$ cat src/rtl/rtw_pkg.sv
`timescale 1ns / 1ps
// Shared types and constants for the recursive twiddle multiplier.
// Used by rtw_cmul and by recursive_twiddle_multiplier_unit; depends on nothing.
package rtw_pkg;

	localparam int RTW_POINTS   = 256;
	localparam int RTW_ADDR_W   = $clog2(RTW_POINTS);
	localparam int RTW_SAMPLE_W = 16;
	localparam int RTW_OUT_W    = 16;
	localparam int RTW_IDX_W    = 8;
	localparam int RTW_KIND_W   = 2;
	localparam int RTW_WORD_W   = 18;
	localparam int RTW_FRAC_W   = 16;
	localparam int RTW_PROD_W   = 2 * RTW_WORD_W;
	localparam int RTW_SUM_W    = RTW_PROD_W + 1;
	localparam int RTW_RND_W    = RTW_SUM_W - RTW_FRAC_W;

	localparam int RTW_IN_DATA_W  = ((RTW_IDX_W + 2 * RTW_WORD_W + 7) / 8) * 8;
	localparam int RTW_OUT_DATA_W = ((2 * RTW_OUT_W + 7) / 8) * 8;

	localparam logic [RTW_KIND_W-1:0] RTW_KIND_TWIDDLE = 2'd0;
	localparam logic [RTW_KIND_W-1:0] RTW_KIND_STEP    = 2'd1;
	localparam logic [RTW_KIND_W-1:0] RTW_KIND_SAMPLE  = 2'd2;

	localparam logic [RTW_ADDR_W-1:0] RTW_LAST_POS = RTW_ADDR_W'(RTW_POINTS - 1);

	typedef struct packed {
		logic signed [RTW_WORD_W-1:0] im;
		logic signed [RTW_WORD_W-1:0] re;
	} rtw_cplx_t;

	typedef struct packed {
		logic signed [RTW_RND_W-1:0] im;
		logic signed [RTW_RND_W-1:0] re;
	} rtw_rnd_t;

endpackage

$ cat src/rtl/rtw_cmul.sv
`timescale 1ns / 1ps
// Complex multiplier: registered 18x18 partial products, then add, round to nearest.
// Depends on rtw_pkg for the complex operand and result types.
module rtw_cmul (
	input  logic                 clk,
	input  logic                 en,
	input  rtw_pkg::rtw_cplx_t   a,
	input  rtw_pkg::rtw_cplx_t   b,
	output rtw_pkg::rtw_rnd_t    rnd
);

	localparam logic signed [rtw_pkg::RTW_SUM_W-1:0] HALF =
		rtw_pkg::RTW_SUM_W'(1) << (rtw_pkg::RTW_FRAC_W - 1);

	logic signed [rtw_pkg::RTW_PROD_W-1:0] p_rr_s2, p_ii_s2, p_ri_s2, p_ir_s2;
	logic signed [rtw_pkg::RTW_SUM_W-1:0]  sum_re, sum_im;

	always_ff @(posedge clk) begin
		if (en) begin
			p_rr_s2 <= $signed(a.re) * $signed(b.re);
			p_ii_s2 <= $signed(a.im) * $signed(b.im);
			p_ri_s2 <= $signed(a.re) * $signed(b.im);
			p_ir_s2 <= $signed(a.im) * $signed(b.re);
		end
	end

	always_comb begin
		sum_re = rtw_pkg::RTW_SUM_W'(p_rr_s2) - rtw_pkg::RTW_SUM_W'(p_ii_s2) + HALF;
		sum_im = rtw_pkg::RTW_SUM_W'(p_ri_s2) + rtw_pkg::RTW_SUM_W'(p_ir_s2) + HALF;
		rnd.re = sum_re[rtw_pkg::RTW_SUM_W-1:rtw_pkg::RTW_FRAC_W];
		rnd.im = sum_im[rtw_pkg::RTW_SUM_W-1:rtw_pkg::RTW_FRAC_W];
	end

endmodule
$ cat config.mk
export PLATFORM = sky130hd
export DESIGN_NAME = rtw_cmul
export DESIGN_NICKNAME = d
export VERILOG_FILES = /design/src/rtl/rtw_pkg.sv /design/src/rtl/rtw_cmul.sv
export SDC_FILE = /design/constraint.sdc
export NUM_CORES = 2
export LEC_CHECK = 0
export BUFFER_PORTS_ARGS = -buffer_cell sky130_fd_sc_hd__buf_2
export CAP_MARGIN = 20
export CELL_PAD_IN_SITES_DETAIL_PLACEMENT = 0
export CELL_PAD_IN_SITES_GLOBAL_PLACEMENT = 1
export CORE_MARGIN = 2
export CORE_UTILIZATION = 40
export DETAILED_ROUTE_END_ITERATION = 10
export HOLD_SLACK_MARGIN = 0.12
export PLACE_DENSITY_LB_ADDON = 0.1
export SYNTH_ARGS = -nofsm -noshare
export SYNTH_HDL_FRONTEND = slang
export SYNTH_SLANG_ARGS = --single-unit
$ cat constraint.sdc
create_clock -name clk -period 9.8 [get_ports clk]
set_input_delay 1.96 -clock clk [delete_from_list [all_inputs] [get_ports clk]]
set_output_delay 1.96 -clock clk [all_outputs]
set_load 0.01 [all_outputs]
==> metrics.csv <==
metric,value,unit
maxCapViolCount,0,
areaGrowthSynthToFinish,5.486,%
drv_slew,0,
end_kind,flip-flop,
rsz0062_at_grt,no,
post_synth_inst_count,5925,
crit_family,adder cells,
drc_errors,0,
worstPathArrival,8.83,ns
finalWeightedCongestion,0.7824,
holdBufCountCts,0,
synth_enable_flop_cells,144,
syn_nets,7825,
yosysMostFrequentCell,inv_1,
dp_hpwl,112.0,mm
cts_resized,0,
drive_gt1_share,4.309,%
finalCritPeriodShare,87.20,%
synth_flop_cell,edfxtp_1,
die_h,378.4,um
cp.depth,23,
clock_sinks,144,
synth_top_area_cell,fa_1,
first_global_vias,40248,
root_buffer,clkbuf_16,
relSlewSlack,25.81,%
final_core_util,42.44,%
grt_pass1_wl,228.8,mm
whs,1.866,ns
multi_input_area,45000,sq um
outcome,"finished, final reports clean",
worst_pin_slew,1.103,ns
ant_nets,0,
track_usage,20.98,%
cp_slowest_stage_delay,0.60,ns
num_rows,137,
ys_types,75,
crit_type,input port to flip-flop,
cp_slowest_cell,buf_2,
vias_per_cell,4.814,
first_iter_violations,1847,
nets,7758,
dr_total_vias,37308,
start_kind,input port,
synth_common_cells,"inv_1, fa_1, and2_1, nand2_1, ha_1",
synthTopCellsByArea,"fa_1, ha_1, inv_1",
hold_path_depth,1,
grt_max_degree,57,
cts_tree,done,
critPathRequiredTime,10.09,ns
cts_buffer_depth,2,
start_util,40.23,%
detail_route.first_pass.iterations,5,
synth_area,56060,sq um
path_buf_inv,5,
htree_levels,4,
routed_wl,139.7,mm
post_cts_buffers,0,
synthDominantCellAreaShare,46.99,%
fin_area,59140,sq um
worstPathCellList,"buf_2, buf_4, nand2_1, fa_1, fa_1, fa_1, inv_1, fa_1, fa_1, inv_1, fa_1, inv_1, ha_1, and4_1, nand2_1, a211oi_1, o311ai_1, a31o_2, a211oi_2, nor3_2, o31ai_1, a21oi_1, xnor2_1",
dieArea,143200,sq um
seq_area_frac_synth,7.713,%
post_drt_wl_per_cell,18.02,um
io_buffers,115,
hold_viol,0,
grt_overflow_total,0,
chipWidth,378.4,um
ios,116,
setup_tns,0,ns
finalCriticalPeriod,8.546,ns
yosysWarnings,0,
setup_viol,0,
cts-buffers-inserted,17,
placed_cell_area,58510,sq um
core-area,139400,sq um
seqCellArea,4324,sq um
path_clk_slew,0.07,ns
clock.fmax,0.1170,GHz
cpMostUsedCell,fa_1,
async_flop_share,0,%
ys_ff_latch,144,
min_path_type,input port to flip-flop,
grt_antenna_before_repair,8,
path_max_fanout,23,
syn_area_per_cell,9.462,sq um
fillCellCount,14016,
flip-flops by register name, summed over array words and instances, names as in the netlist:
signal / count
p_ii_s2: 36
p_ir_s2: 36
p_ri_s2: 36
p_rr_s2: 36
cell usage in the layout, fill, tap and decap left out, drive strengths merged, types with 17 or more instances in the layout:
| cell type | n |
|---|---|
| and3 | 17 |
| o21a | 30 |
| clkbuf | 19 |
| fa | 1316 |
| edfxtp | 144 |
| ha | 510 |
| nand2b | 36 |
| nor3 | 33 |
| nand2 | 647 |
| o21ai | 61 |
| a21o | 68 |
| nand3 | 21 |
| nor2b | 20 |
| a21oi | 103 |
| buf | 185 |
| inv | 1526 |
| nor2 | 144 |
| xnor2 | 129 |
| and2 | 652 |
| xor2 | 49 |
metrics by stage:
| stage | std cells | setup WS [ns] |
|---|---|---|
| floorplan | 5925 | 1.731 |
| global placement | 7715 | 0.7722 |
| detailed placement | 7715 | 0.7201 |
| CTS | 7747 | 1.298 |
| global route | 7747 | 0.8919 |
| finish | 7750 | 1.254 |
final cells by class:
type	count	area share, %
multi-input combinational	3985	76.09
inverter	1525	9.679
sequential	144	7.312
tap	1876	3.969
timing repair buffer	185	1.894
clock buffer	19	0.7320
clock inverter	13	0.3152
antenna	3	0.01269
logic make-up (layout without fill, tap and decap cells):
group	count (synthesis)	after routing	synth area share, %
xor+xnor	178	178	2.781
compound gates	364	364	4.598
mux	1	1	0.01786
flops	144	144	7.713
simple gates	1616	1616	14.49
other cells	0	3	0
fa+ha+maj	1826	1826	58.37
buf+inv	1796	1742	12.03
final timing paths:
path / to / start / slack (ns)
min: p_ri_s2[33] / en / 1.87
max: p_ii_s2[35] / a[28] / 1.25
per-layer routing:
layer  up-vias  global-route usage [%]  wire length, um  share of wire, %
li1      17203                       -                -                 -
met1     19417                   30.02            65000                47
met2       601                   34.20            66490                48
met3        85                   2.403             5369               3.8
met4         2                   4.585             2809               2.0
met5         -                       0               14             0.010
Power is left out: the tool's default activity adds up to more than one toggle a clock period on the data nets, which glitch-free logic cannot reach.
